File: config.mk
export PLATFORM = sky130hd
export DESIGN_NAME = numbered_string_line_parser_unit
export DESIGN_NICKNAME = d
export VERILOG_FILES = /design/src/sv/nslp_pkg.sv /design/src/sv/nslp_queue.sv /design/src/sv/nslp_front.sv /design/src/sv/nslp_back.sv /design/src/sv/numbered_string_line_parser_unit.sv
export SDC_FILE = /design/constraint.sdc
export NUM_CORES = 1
export LEC_CHECK = 0
export BUFFER_PORTS_ARGS = -buffer_cell sky130_fd_sc_hd__buf_2
export CAP_MARGIN = 20
export CORE_MARGIN = 2
export CORE_UTILIZATION = 60
export CTS_BUF_LIST = sky130_fd_sc_hd__clkbuf_8
export CTS_CLUSTER_DIAMETER = 40
export DETAILED_ROUTE_END_ITERATION = 8
export GPL_ROUTABILITY_DRIVEN = 0
export PLACE_DENSITY = 0.78
export SYNTH_ARGS = -nofsm -noshare
export SYNTH_HDL_FRONTEND = slang
export SYNTH_SLANG_ARGS = --single-unit
File: constraint.sdc
create_clock -name clk -period 17 [get_ports clk]
set_clock_uncertainty 0.05 [all_clocks]
set_input_delay 4.25 -clock clk [delete_from_list [all_inputs] [get_ports clk]]
set_output_delay 4.25 -clock clk [all_outputs]
set_load 0.01 [all_outputs]
File: src/sv/nslp_pkg.sv
// types, constants and helper functions of the numbered string line parser
// no dependencies; used by every module of the block
package nslp_pkg;

    localparam int unsigned ID_OUT_W    = 12;
    localparam int unsigned COUNT_W     = 13;
    localparam int unsigned QUEUE_DEPTH = 4;
    localparam int unsigned QPTR_W      = 2;
    localparam int unsigned QCNT_W      = QPTR_W + 1;

    localparam logic [7:0] CH_NUL    = 8'h00;
    localparam logic [7:0] CH_TAB    = 8'h09;
    localparam logic [7:0] CH_LF     = 8'h0A;
    localparam logic [7:0] CH_VT     = 8'h0B;
    localparam logic [7:0] CH_FF     = 8'h0C;
    localparam logic [7:0] CH_CR     = 8'h0D;
    localparam logic [7:0] CH_SPACE  = 8'h20;
    localparam logic [7:0] CH_QUOTE  = 8'h22;
    localparam logic [7:0] CH_PLUS   = 8'h2B;
    localparam logic [7:0] CH_MINUS  = 8'h2D;
    localparam logic [7:0] CH_ZERO   = 8'h30;
    localparam logic [7:0] CH_NINE   = 8'h39;
    localparam logic [7:0] CH_UPPER_A = 8'h41;
    localparam logic [7:0] CH_UPPER_F = 8'h46;
    localparam logic [7:0] CH_UPPER_X = 8'h58;
    localparam logic [7:0] CH_BSLASH = 8'h5C;
    localparam logic [7:0] CH_LOWER_A = 8'h61;
    localparam logic [7:0] CH_LOWER_F = 8'h66;
    localparam logic [7:0] CH_LOWER_N = 8'h6E;
    localparam logic [7:0] CH_LOWER_X = 8'h78;

    typedef enum logic [2:0] {
        MODE_WS,
        MODE_SIGN,
        MODE_ZERO,
        MODE_ZEROX,
        MODE_DIGITS,
        MODE_SEEK,
        MODE_STR,
        MODE_SKIP
    } mode_t;

    typedef enum logic [1:0] {
        BASE_DEC,
        BASE_OCT,
        BASE_HEX
    } base_t;

    typedef struct packed {
        logic       ok;
        logic [3:0] val;
    } digit_t;

    typedef struct packed {
        logic [7:0] chr;
        logic       chr_valid;
        logic       eos;
    } result_t;

    typedef struct packed {
        logic [1:0] n;
        result_t    r0;
        result_t    r1;
    } pair_t;

    typedef struct packed {
        logic [ID_OUT_W-1:0] id;
        logic                two;
        result_t             first;
        result_t             second;
    } bundle_t;

    function automatic digit_t digit_value(input logic [7:0] c);
        digit_t d;
        d = '0;
        if (c >= CH_ZERO && c <= CH_NINE)
        begin
            d.ok  = 1'b1;
            d.val = 4'(c - CH_ZERO);
        end
        else if (c >= CH_LOWER_A && c <= CH_LOWER_F)
        begin
            d.ok  = 1'b1;
            d.val = 4'(c - CH_LOWER_A + 8'd10);
        end
        else if (c >= CH_UPPER_A && c <= CH_UPPER_F)
        begin
            d.ok  = 1'b1;
            d.val = 4'(c - CH_UPPER_A + 8'd10);
        end
        return d;
    endfunction

    function automatic logic is_space(input logic [7:0] c);
        return c == CH_SPACE || c == CH_TAB || c == CH_LF || c == CH_CR ||
               c == CH_VT || c == CH_FF;
    endfunction

    function automatic logic is_eol(input logic [7:0] c);
        return c == CH_CR || c == CH_LF;
    endfunction

    function automatic pair_t put(input pair_t p, input logic [7:0] c, input logic v,
                                  input logic e);
        pair_t q;
        q = p;
        if (p.n == 2'd0)
        begin
            q.r0 = '{chr: c, chr_valid: v, eos: e};
            q.n  = 2'd1;
        end
        else if (p.n == 2'd1)
        begin
            q.r1 = '{chr: c, chr_valid: v, eos: e};
            q.n  = 2'd2;
        end
        return q;
    endfunction

    // flush a held backslash and mark the end of a kept string
    function automatic pair_t close_pair(input pair_t p, input logic held, input logic kept);
        pair_t q;
        q = p;
        if (held && kept)
            q = put(q, CH_BSLASH, 1'b1, 1'b0);
        if (kept)
        begin
            if (q.n == 2'd0)
                q = put(q, CH_NUL, 1'b0, 1'b1);
            else if (q.n == 2'd1)
                q.r0.eos = 1'b1;
            else
                q.r1.eos = 1'b1;
        end
        return q;
    endfunction

endpackage

File: src/sv/nslp_queue.sv
// short request queue between the parser front and the output back
// depends on nslp_pkg
module nslp_queue
(
    input  logic             clk,
    input  logic             rst_n,
    input  logic             push,
    input  nslp_pkg::bundle_t push_data,
    output logic             full,
    input  logic             pop,
    output logic             empty,
    output nslp_pkg::bundle_t head
);

    nslp_pkg::bundle_t                  entry_reg [nslp_pkg::QUEUE_DEPTH];
    logic [nslp_pkg::QPTR_W-1:0]        wr_ptr_reg, wr_ptr_next;
    logic [nslp_pkg::QPTR_W-1:0]        rd_ptr_reg, rd_ptr_next;
    logic [nslp_pkg::QCNT_W-1:0]        count_reg, count_next;

    assign full  = count_reg == nslp_pkg::QCNT_W'(nslp_pkg::QUEUE_DEPTH);
    assign empty = count_reg == '0;
    assign head  = entry_reg[rd_ptr_reg];

    always_comb
    begin
        wr_ptr_next = push ? wr_ptr_reg + 1'b1 : wr_ptr_reg;
        rd_ptr_next = pop ? rd_ptr_reg + 1'b1 : rd_ptr_reg;
        count_next  = count_reg;
        if (push && !pop)
            count_next = count_reg + 1'b1;
        else if (pop && !push)
            count_next = count_reg - 1'b1;
    end

    always_ff @(posedge clk or negedge rst_n)
    begin
        if (!rst_n)
        begin
            wr_ptr_reg <= '0;
            rd_ptr_reg <= '0;
            count_reg  <= '0;
        end
        else
        begin
            wr_ptr_reg <= wr_ptr_next;
            rd_ptr_reg <= rd_ptr_next;
            count_reg  <= count_next;
        end
    end

    always_ff @(posedge clk)
    begin
        if (push)
            entry_reg[wr_ptr_reg] <= push_data;
    end

endmodule

File: src/sv/nslp_front.sv
// parser front: takes one text byte per cycle unless the queue is full, tracks the line state
// and packs the resolved characters of that byte into one queue request; depends on nslp_pkg
module nslp_front
#(
    parameter int MAX_IDS = 4096
)
(
    input  logic                           clk,
    input  logic                           rst_n,
    input  logic                           text_valid,
    input  logic [7:0]                     text_byte,
    input  logic                           is_last,
    input  logic [nslp_pkg::COUNT_W-1:0]   string_count,
    input  logic                           queue_full,
    output logic                           push,
    output nslp_pkg::bundle_t              push_data
);

    localparam int ID_W  = (MAX_IDS > 1) ? $clog2(MAX_IDS) : 1;
    localparam int V_W   = ID_W + 5;
    localparam int CMP_W = (ID_W > nslp_pkg::COUNT_W) ? ID_W : nslp_pkg::COUNT_W;
    localparam logic [V_W-1:0] MAX_V = V_W'(MAX_IDS);

    nslp_pkg::mode_t  mode_reg, mode_next;
    nslp_pkg::base_t  base_reg, base_next;
    logic [ID_W-1:0]  acc_reg, acc_next;
    logic             neg_reg, neg_next;
    logic             ovf_reg, ovf_next;
    logic             held_reg, held_next;
    logic             prevbs_reg, prevbs_next;
    logic             done_reg, done_next;
    logic             kept_reg, kept_next;

    logic                         accept;
    nslp_pkg::pair_t              pair;
    logic [ID_W-1:0]              id_mid;
    logic [ID_W+nslp_pkg::ID_OUT_W-1:0] id_wide;

    // returns {overflow, accumulator}
    function automatic logic [ID_W:0] add_digit(input logic [ID_W-1:0] a, input logic ov,
                                                input nslp_pkg::base_t b,
                                                input logic [3:0] d);
        logic [V_W-1:0] ax;
        logic [V_W-1:0] v;
        ax = V_W'(a);
        unique case (b)
            nslp_pkg::BASE_HEX: v = (ax << 4) + V_W'(d);
            nslp_pkg::BASE_OCT: v = (ax << 3) + V_W'(d);
            default:            v = (ax << 3) + (ax << 1) + V_W'(d);
        endcase
        if (ov || v >= MAX_V)
            return {1'b1, a};
        return {1'b0, v[ID_W-1:0]};
    endfunction

    function automatic logic kept_of(input logic [ID_W-1:0] a, input logic ov, input logic ng,
                                     input logic [nslp_pkg::COUNT_W-1:0] cnt);
        return !ov && !(ng && a != '0) && (CMP_W'(a) < CMP_W'(cnt));
    endfunction

    assign accept = text_valid && !queue_full;

    always_comb
    begin
        nslp_pkg::mode_t  m;
        nslp_pkg::base_t  b;
        logic [ID_W-1:0]  a;
        logic             ng, ov, hb, pb, dn, kp, fall, rad_ok;
        logic [7:0]       c;
        nslp_pkg::digit_t dg;
        nslp_pkg::pair_t  p;

        m  = mode_reg;
        b  = base_reg;
        a  = acc_reg;
        ng = neg_reg;
        ov = ovf_reg;
        hb = held_reg;
        pb = prevbs_reg;
        dn = done_reg;
        kp = kept_reg;
        c  = text_byte;
        dg = nslp_pkg::digit_value(c);
        p  = '0;
        fall = 1'b1;
        rad_ok = 1'b0;

        if (!dn)
        begin
            // number in progress
            unique case (m)
                nslp_pkg::MODE_ZERO:
                begin
                    if (c == nslp_pkg::CH_LOWER_X || c == nslp_pkg::CH_UPPER_X)
                    begin
                        m    = nslp_pkg::MODE_ZEROX;
                        fall = 1'b0;
                    end
                    else
                    begin
                        b = nslp_pkg::BASE_OCT;
                        if (dg.ok && dg.val < 4'd8)
                        begin
                            {ov, a} = add_digit(a, ov, b, dg.val);
                            m    = nslp_pkg::MODE_DIGITS;
                            fall = 1'b0;
                        end
                        else
                        begin
                            kp = kept_of(a, ov, ng, string_count);
                            m  = nslp_pkg::MODE_SEEK;
                        end
                    end
                end
                nslp_pkg::MODE_ZEROX:
                begin
                    if (dg.ok)
                    begin
                        b = nslp_pkg::BASE_HEX;
                        {ov, a} = add_digit(a, ov, b, dg.val);
                        m    = nslp_pkg::MODE_DIGITS;
                        fall = 1'b0;
                    end
                    else
                    begin
                        b  = nslp_pkg::BASE_OCT;
                        kp = kept_of(a, ov, ng, string_count);
                        m  = nslp_pkg::MODE_SEEK;
                    end
                end
                nslp_pkg::MODE_DIGITS:
                begin
                    unique case (b)
                        nslp_pkg::BASE_HEX: rad_ok = dg.ok;
                        nslp_pkg::BASE_OCT: rad_ok = dg.ok && dg.val < 4'd8;
                        default:            rad_ok = dg.ok && dg.val < 4'd10;
                    endcase
                    if (rad_ok)
                    begin
                        {ov, a} = add_digit(a, ov, b, dg.val);
                        fall = 1'b0;
                    end
                    else
                    begin
                        kp = kept_of(a, ov, ng, string_count);
                        m  = nslp_pkg::MODE_SEEK;
                    end
                end
                default:
                begin
                end
            endcase

            if (fall)
            begin
                unique case (m)
                    nslp_pkg::MODE_WS:
                    begin
                        if (c == nslp_pkg::CH_NUL)
                            dn = 1'b1;
                        else if (nslp_pkg::is_space(c))
                            m = nslp_pkg::MODE_WS;
                        else if (c == nslp_pkg::CH_PLUS || c == nslp_pkg::CH_MINUS)
                        begin
                            ng = c == nslp_pkg::CH_MINUS;
                            a  = '0;
                            ov = 1'b0;
                            b  = nslp_pkg::BASE_DEC;
                            m  = nslp_pkg::MODE_SIGN;
                        end
                        else if (c == nslp_pkg::CH_ZERO)
                        begin
                            ng = 1'b0;
                            a  = '0;
                            ov = 1'b0;
                            b  = nslp_pkg::BASE_DEC;
                            m  = nslp_pkg::MODE_ZERO;
                        end
                        else if (dg.ok && dg.val < 4'd10)
                        begin
                            ng = 1'b0;
                            a  = '0;
                            ov = 1'b0;
                            b  = nslp_pkg::BASE_DEC;
                            {ov, a} = add_digit(a, ov, b, dg.val);
                            m  = nslp_pkg::MODE_DIGITS;
                        end
                        else
                            m = nslp_pkg::MODE_SKIP;
                    end
                    nslp_pkg::MODE_SIGN:
                    begin
                        if (c == nslp_pkg::CH_NUL)
                        begin
                            dn = 1'b1;
                            m  = nslp_pkg::MODE_WS;
                        end
                        else if (c == nslp_pkg::CH_ZERO)
                            m = nslp_pkg::MODE_ZERO;
                        else if (dg.ok && dg.val < 4'd10)
                        begin
                            {ov, a} = add_digit(a, ov, b, dg.val);
                            m = nslp_pkg::MODE_DIGITS;
                        end
                        else if (nslp_pkg::is_eol(c))
                            m = nslp_pkg::MODE_WS;
                        else
                            m = nslp_pkg::MODE_SKIP;
                    end
                    nslp_pkg::MODE_SEEK:
                    begin
                        if (c == nslp_pkg::CH_NUL || nslp_pkg::is_eol(c))
                        begin
                            p  = nslp_pkg::close_pair(p, hb, kp);
                            hb = 1'b0;
                            kp = 1'b0;
                            pb = 1'b0;
                            dn = dn || c == nslp_pkg::CH_NUL;
                            m  = nslp_pkg::MODE_WS;
                        end
                        else if (c == nslp_pkg::CH_QUOTE)
                        begin
                            hb = 1'b0;
                            pb = 1'b0;
                            m  = nslp_pkg::MODE_STR;
                        end
                    end
                    nslp_pkg::MODE_STR:
                    begin
                        if (c == nslp_pkg::CH_NUL || nslp_pkg::is_eol(c) ||
                            (c == nslp_pkg::CH_QUOTE && !pb))
                        begin
                            p  = nslp_pkg::close_pair(p, hb, kp);
                            hb = 1'b0;
                            kp = 1'b0;
                            dn = dn || c == nslp_pkg::CH_NUL;
                            m  = (c == nslp_pkg::CH_QUOTE) ? nslp_pkg::MODE_SKIP
                                                           : nslp_pkg::MODE_WS;
                            pb = 1'b0;
                        end
                        else
                        begin
                            if (hb)
                            begin
                                hb = 1'b0;
                                if (c == nslp_pkg::CH_QUOTE || c == nslp_pkg::CH_BSLASH)
                                begin
                                    if (kp)
                                        p = nslp_pkg::put(p, c, 1'b1, 1'b0);
                                end
                                else if (c == nslp_pkg::CH_LOWER_N)
                                begin
                                    if (kp)
                                        p = nslp_pkg::put(p, nslp_pkg::CH_LF, 1'b1, 1'b0);
                                end
                                else if (kp)
                                begin
                                    p = nslp_pkg::put(p, nslp_pkg::CH_BSLASH, 1'b1, 1'b0);
                                    p = nslp_pkg::put(p, c, 1'b1, 1'b0);
                                end
                            end
                            else if (c == nslp_pkg::CH_BSLASH)
                                hb = 1'b1;
                            else if (kp)
                                p = nslp_pkg::put(p, c, 1'b1, 1'b0);
                            pb = c == nslp_pkg::CH_BSLASH;
                        end
                    end
                    default:
                    begin
                        if (c == nslp_pkg::CH_NUL)
                        begin
                            dn = 1'b1;
                            m  = nslp_pkg::MODE_WS;
                        end
                        else if (nslp_pkg::is_eol(c))
                            m = nslp_pkg::MODE_WS;
                    end
                endcase
            end
        end

        // end of buffer closes whatever is open
        if (is_last && !dn)
        begin
            if (m == nslp_pkg::MODE_ZERO || m == nslp_pkg::MODE_ZEROX ||
                m == nslp_pkg::MODE_DIGITS)
            begin
                if (m != nslp_pkg::MODE_DIGITS)
                    b = nslp_pkg::BASE_OCT;
                kp = kept_of(a, ov, ng, string_count);
                m  = nslp_pkg::MODE_SEEK;
            end
            if (m == nslp_pkg::MODE_SEEK || m == nslp_pkg::MODE_STR)
                p = nslp_pkg::close_pair(p, hb, kp);
        end

        id_mid = a;
        pair   = p;

        if (is_last)
        begin
            m  = nslp_pkg::MODE_WS;
            b  = nslp_pkg::BASE_DEC;
            a  = '0;
            ng = 1'b0;
            ov = 1'b0;
            hb = 1'b0;
            pb = 1'b0;
            dn = 1'b0;
            kp = 1'b0;
        end

        mode_next   = m;
        base_next   = b;
        acc_next    = a;
        neg_next    = ng;
        ovf_next    = ov;
        held_next   = hb;
        prevbs_next = pb;
        done_next   = dn;
        kept_next   = kp;
    end

    assign id_wide = {{nslp_pkg::ID_OUT_W{1'b0}}, id_mid};
    assign push    = accept && pair.n != 2'd0;

    always_comb
    begin
        push_data.id     = id_wide[nslp_pkg::ID_OUT_W-1:0];
        push_data.two    = pair.n[1];
        push_data.first  = pair.r0;
        push_data.second = pair.r1;
    end

    always_ff @(posedge clk or negedge rst_n)
    begin
        if (!rst_n)
        begin
            mode_reg   <= nslp_pkg::MODE_WS;
            base_reg   <= nslp_pkg::BASE_DEC;
            acc_reg    <= '0;
            neg_reg    <= 1'b0;
            ovf_reg    <= 1'b0;
            held_reg   <= 1'b0;
            prevbs_reg <= 1'b0;
            done_reg   <= 1'b0;
            kept_reg   <= 1'b0;
        end
        else if (accept)
        begin
            mode_reg   <= mode_next;
            base_reg   <= base_next;
            acc_reg    <= acc_next;
            neg_reg    <= neg_next;
            ovf_reg    <= ovf_next;
            held_reg   <= held_next;
            prevbs_reg <= prevbs_next;
            done_reg   <= done_next;
            kept_reg   <= kept_next;
        end
    end

endmodule

File: src/sv/nslp_back.sv
// output back: unpacks queue requests into single result items
// behind an output register; depends on nslp_pkg
module nslp_back
(
    input  logic                            clk,
    input  logic                            rst_n,
    input  logic                            queue_empty,
    input  nslp_pkg::bundle_t               head,
    output logic                            pop,
    output logic                            result_valid,
    input  logic                            result_stall,
    output logic [nslp_pkg::ID_OUT_W-1:0]   string_id,
    output logic [7:0]                      char_out,
    output logic                            char_valid,
    output logic                            end_of_string
);

    logic                          valid_reg, valid_next;
    logic                          sel_reg, sel_next;
    logic [nslp_pkg::ID_OUT_W-1:0] id_reg;
    nslp_pkg::result_t             item_reg;
    nslp_pkg::result_t             item;
    logic                          load;

    assign load = !queue_empty && (!valid_reg || !result_stall);
    assign item = sel_reg ? head.second : head.first;
    assign pop  = load && (sel_reg || !head.two);

    always_comb
    begin
        sel_next   = load ? (!sel_reg && head.two) : sel_reg;
        valid_next = load || (valid_reg && result_stall);
    end

    always_ff @(posedge clk or negedge rst_n)
    begin
        if (!rst_n)
        begin
            valid_reg <= 1'b0;
            sel_reg   <= 1'b0;
        end
        else
        begin
            valid_reg <= valid_next;
            sel_reg   <= sel_next;
        end
    end

    always_ff @(posedge clk)
    begin
        if (load)
        begin
            id_reg   <= head.id;
            item_reg <= item;
        end
    end

    assign result_valid  = valid_reg;
    assign string_id     = id_reg;
    assign char_out      = item_reg.chr;
    assign char_valid    = item_reg.chr_valid;
    assign end_of_string = item_reg.eos;

endmodule

File: src/sv/numbered_string_line_parser_unit.sv
// Numbered string line parser: takes one text byte per cycle and returns the resolved string
// characters of each "number then quoted string" line with a non-negative number below
// string_count and MAX_IDS, tagged with the number as string id. A byte is taken in every
// cycle while the four-entry request queue between the parser front and the output register
// of the output back has room. The output delivers one item per cycle while result_stall is
// low, so a byte that resolves to two characters (a kept backslash together with the
// character that follows it) takes two output items and the queue absorbs the difference.
// string_count takes effect for numbers that end after the write; cfg_ready is always high.
// depends on nslp_pkg, nslp_front, nslp_queue, nslp_back
module numbered_string_line_parser_unit
#(
    parameter int MAX_IDS = 4096
)
(
    input  logic                            clk,
    input  logic                            rst_n,
    input  logic                            text_valid,
    output logic                            text_stall,
    input  logic [7:0]                      text_byte,
    input  logic                            is_last,
    output logic                            result_valid,
    input  logic                            result_stall,
    output logic [nslp_pkg::ID_OUT_W-1:0]   string_id,
    output logic [7:0]                      char_out,
    output logic                            char_valid,
    output logic                            end_of_string,
    input  logic                            cfg_valid,
    output logic                            cfg_ready,
    input  logic [nslp_pkg::COUNT_W-1:0]    string_count
);

    logic [nslp_pkg::COUNT_W-1:0] count_reg;
    logic                         q_full, q_empty, q_push, q_pop;
    nslp_pkg::bundle_t            q_in, q_head;

    assign cfg_ready  = 1'b1;
    assign text_stall = q_full;

    always_ff @(posedge clk or negedge rst_n)
    begin
        if (!rst_n)
            count_reg <= '0;
        else if (cfg_valid && cfg_ready)
            count_reg <= string_count;
    end

    nslp_front #(
        .MAX_IDS (MAX_IDS)
    ) u_front (
        .clk          (clk),
        .rst_n        (rst_n),
        .text_valid   (text_valid),
        .text_byte    (text_byte),
        .is_last      (is_last),
        .string_count (count_reg),
        .queue_full   (q_full),
        .push         (q_push),
        .push_data    (q_in)
    );

    nslp_queue u_queue (
        .clk       (clk),
        .rst_n     (rst_n),
        .push      (q_push),
        .push_data (q_in),
        .full      (q_full),
        .pop       (q_pop),
        .empty     (q_empty),
        .head      (q_head)
    );

    nslp_back u_back (
        .clk           (clk),
        .rst_n         (rst_n),
        .queue_empty   (q_empty),
        .head          (q_head),
        .pop           (q_pop),
        .result_valid  (result_valid),
        .result_stall  (result_stall),
        .string_id     (string_id),
        .char_out      (char_out),
        .char_valid    (char_valid),
        .end_of_string (end_of_string)
    );

endmodule

==> results by group <==
Run status
  • Result of the run: complete, no violations

Clock tree
  • Clock Tree Buf Depth: 2
  • CTS buffer count: 17
  • Reg clk slew, reported paths: 100 ps
  • Number of clock sinks seen by CTS: 199
  • # H-tree levels: 4
  • Worst-skew pair later-pin latency: 470 ps
  • Number of hold buffers added after cts: 0
  • Post-CTS setup buffers: 0
  • Clock tree from TritonCTS: built
  • Clk Tree Root Cell: sky130_fd_sc_hd__clkbuf_8

Detailed routing
  • Wirelength, routed: 33.6 mm
  • Total number of vias: 10600
  • Number of nets with antenna violations after detailed routing: 0
  • Detailed-route DRC error count: 0
  • Iteration-0 DRC Markers: between 1000 and 1500
  • Vias per cell: 6.67
  • Number of search-and-repair iterations in the first detailed-routing pass: 6
  • Post-DR wirelength/cell: 21.1 µm

Timing
  • Period utilisation layout: 94.7%
  • Minimum clock period after layout: approximately 16000 ps
  • Transition time at the pin with the least slew margin: between 1000 and 1500 ps
  • Normalized max-slew margin: about 14%
  • Maximum clock rate: 62.1 MHz
  • Total Negative Setup Slacks: 0 ps
  • Max-slew violation total from the final report: 0
  • RSZ-0062 raised after global routing: no
  • Number of hold violations in the final report: 0
  • Total of endpoints with negative setup slack in the final report: 0

Setup path
  • Critical-path top delay cell: sky130_fd_sc_hd__mux2i_1
  • Worst stage delay on the critical path: approximately 660 ps
  • Worst Reg2Reg Path Length in Cells: 49
  • Worst-case register-to-register setup slack: 5230 ps
  • Arr. time, crit path: 16440 ps
  • Largest fanout of any net on the critical path: 11
  • Crit path capture type: flip-flop
  • Critical path launch point type: input port
  • Req. time, crit path: 17340 ps
  • Crit Path Class: in -> reg

Cells and area
  • Total inserted antenna cells: 0
  • Final cell count without fillers: between 1500 and 2000
  • Ratio of cells with drive above 1 in the final layout: 14.3%
  • Synthesis-to-layout area growth: 7.80%
  • Fillers: 1661
  • Final-stage net count: 1402
  • Max FFs per register: 132

Logic synthesis
  • Post-synth net total: 1365
  • Share of synthesized area occupied by flip-flops and latches: 44.0%
  • Cell type with the largest total area after synthesis: sky130_fd_sc_hd__edfxtp_1
  • Top_reg_cell synth: sky130_fd_sc_hd__edfxtp_1
  • Total number of yosys warnings: 0
  • Most area-consuming cells after synthesis: sky130_fd_sc_hd__edfxtp_1, sky130_fd_sc_hd__dfrtp_1, sky130_fd_sc_hd__ha_1, sky130_fd_sc_hd__mux4_2, sky130_fd_sc_hd__nand2_1
  • Most frequent cells after synthesis: sky130_fd_sc_hd__edfxtp_1, sky130_fd_sc_hd__nand2_1, sky130_fd_sc_hd__nor2_1
  • Top-area cell type share of the netlist area: 35.4%
  • Total standard cell area after synthesis: between 10000 and 15000 µm²
  • Post-synth EDFFs: 154
  • Register bit total from synthesis: 199
  • Share of synthesized flip-flops with an asynchronous set or reset: 22.6%
  • Distinct cells, synth: 94
  • Average footprint of a synthesized cell: 10.3 µm²
  • Mapped Cells: 1265
  • Most used standard cell by instance count after synthesis: sky130_fd_sc_hd__edfxtp_1

Power and ir drop
  • Internal cell power: 1280 µW
  • Combinational group share of total power: 57.9%
  • Leakage power figure: 0.00567 µW
  • Clock power frac: 12.6%
  • Peak VDD IR: between 0.1 and 0.15 mV
  • Proportion of power drawn by flip-flops and latches: between 20% and 30%
  • Switch Pwr: 1130 µW
  • Sw frac: 47.0%
  • Power density over cell area: around 170 nW/µm²

Floorplanning
  • Overall die area: 23000 µm²
  • Die height: 152 µm
  • I/O pin total: 52
  • Horizontal die dimension: approximately 150 µm
  • FP Rows: 54
  • Standard cell core area: 21600 µm²
  • Initial core utilization: approximately three fifths

Global route
  • Total gr overflow: 0
  • Wire length of the first global-routing pass: 54.3 mm
  • Antenna violations before repair: 0
  • Pin count of the biggest net entering global routing: 46
  • Global router's overall resource usage: 30.2%
  • Number of global-route vias before repair: 10300

Run
  • Total of max-cap violations: 0

Min path
  • Worst Hold Depth: 1
  • Worst Hold Class: reg -> reg

Placed design
  • Hpwl dp: 24.1 mm
  • # port buffers: 50
  • Number of cells in the design after placement: 1562
==> stage by stage <==
step / area [µm²] / hold slack (ps) / power, µW / setup slack (ps) / utilization, %
after floorplan: 13100 / 406 / 1690 / 1880 / -
after global placement: 13600 / 435 / 2040 / 913 / 63.1
after detailed placement: 13600 / 444 / 2070 / 344 / 63.1
after CTS: 14100 / 462 / 2380 / 774 / 65.1
final: 14100 / 464 / 2410 / 896 / 65.2
after global routing: 14100 / 481 / 2560 / 3.21 / 65.2
==> worst paths after layout <==
check                                             end                 start
worst max-delay path             u_queue.count_reg[2]          text_byte[0]
worst min-delay path             u_queue.count_reg[2]  u_queue.count_reg[2]
worst max register to register   u_queue.count_reg[2]    u_front.acc_reg[2]
worst min register to register   u_queue.count_reg[2]  u_queue.count_reg[2]
max in group asynchronous       u_queue.rd_ptr_reg[0]                 rst_n
min in group asynchronous               count_reg[12]                 rst_n
==> power groups by stage <==
stage                     sequential (µW)  clock, µW  combinational, µW
final                                 711        303               1390
after global routing                  719        326               1510
after CTS                             707        307               1360
after detailed placement              718          0               1360
after global placement                714          0               1330
after floorplan                       689          0               1000
==> cell usage in the layout (no fill, tap or decap), types with 18 or more instances in the layout <==
| cell type | count |
|---|---|
| sky130_fd_sc_hd__edfxtp_1 | 154 |
| sky130_fd_sc_hd__nand2_1 | 145 |
| sky130_fd_sc_hd__nor2_1 | 89 |
| sky130_fd_sc_hd__a21oi_1 | 77 |
| sky130_fd_sc_hd__ha_1 | 68 |
| sky130_fd_sc_hd__o21ai_0 | 67 |
| sky130_fd_sc_hd__inv_1 | 57 |
| sky130_fd_sc_hd__buf_2 | 50 |
| sky130_fd_sc_hd__dfrtp_1 | 44 |
| sky130_fd_sc_hd__mux4_2 | 33 |
| sky130_fd_sc_hd__nand3_1 | 32 |
| sky130_fd_sc_hd__nor3_1 | 29 |
| sky130_fd_sc_hd__buf_4 | 28 |
| sky130_fd_sc_hd__xor2_1 | 24 |
| sky130_fd_sc_hd__xnor2_1 | 21 |
| sky130_fd_sc_hd__a22o_1 | 20 |
| sky130_fd_sc_hd__a21o_1 | 19 |
| sky130_fd_sc_hd__clkbuf_8 | 18 |
==> final cells by class <==
cell class | instances | area [µm²] | area share [%]
Timing Repair Buffer | 79 | 480 | 3.41
Inverter | 58 | 218 | 1.54
Multi-Input combinational cell | 947 | 6870 | 48.8
Clock inverter | 14 | 174 | 1.23
Clock buffer | 18 | 248 | 1.76
Tap cell | 280 | 350 | 2.49
Sequential cell | 199 | 5750 | 40.8
==> per-layer routing <==
metal | vias up | track usage, % | share of wire, %
met2 | 593 | 49.4 | 47
met5 | - | 0 | 0
met1 | 5038 | 40.3 | 40
li1 | 4869 | - | -
met4 | 0 | 12.5 | 4.3
met3 | 138 | 4.94 | 8.3
==> critical path: cells and delay by family <==
kind                     cells  cell delay (ps)
AO/OA/AOI/OAI               22             4740
adder cells (fa/ha/maj)      7             2120
XOR/XNOR                     3              590
buffers and inverters        7             1040
multiplexers                 2              910
AND/OR/NAND/NOR             14             2780
==> logic make-up (layout without fill, tap and decap cells) <==
logic type | after synthesis | after routing | share of synthesized area, %
flip-flops | 199 | 199 | 44.0
AO/OA/AOI/OAI | 359 | 359 | 19.4
XOR/XNOR | 46 | 46 | 3.14
multiplexers | 47 | 47 | 6.83
adder cells (fa/ha/maj) | 74 | 74 | 7.35
AND/OR/NAND/NOR | 420 | 420 | 15.8
other | 1 | 1 | 0.0287
buffers and inverters | 119 | 169 | 3.52
==> what timing repair did <==
item | 4_1_cts | 5_1_grt
gates resized for setup | 0 | 2
hold endpoints to repair | 0 | 0
setup endpoints to repair | 0 | 118
Power figures use the tool's default switching activity.
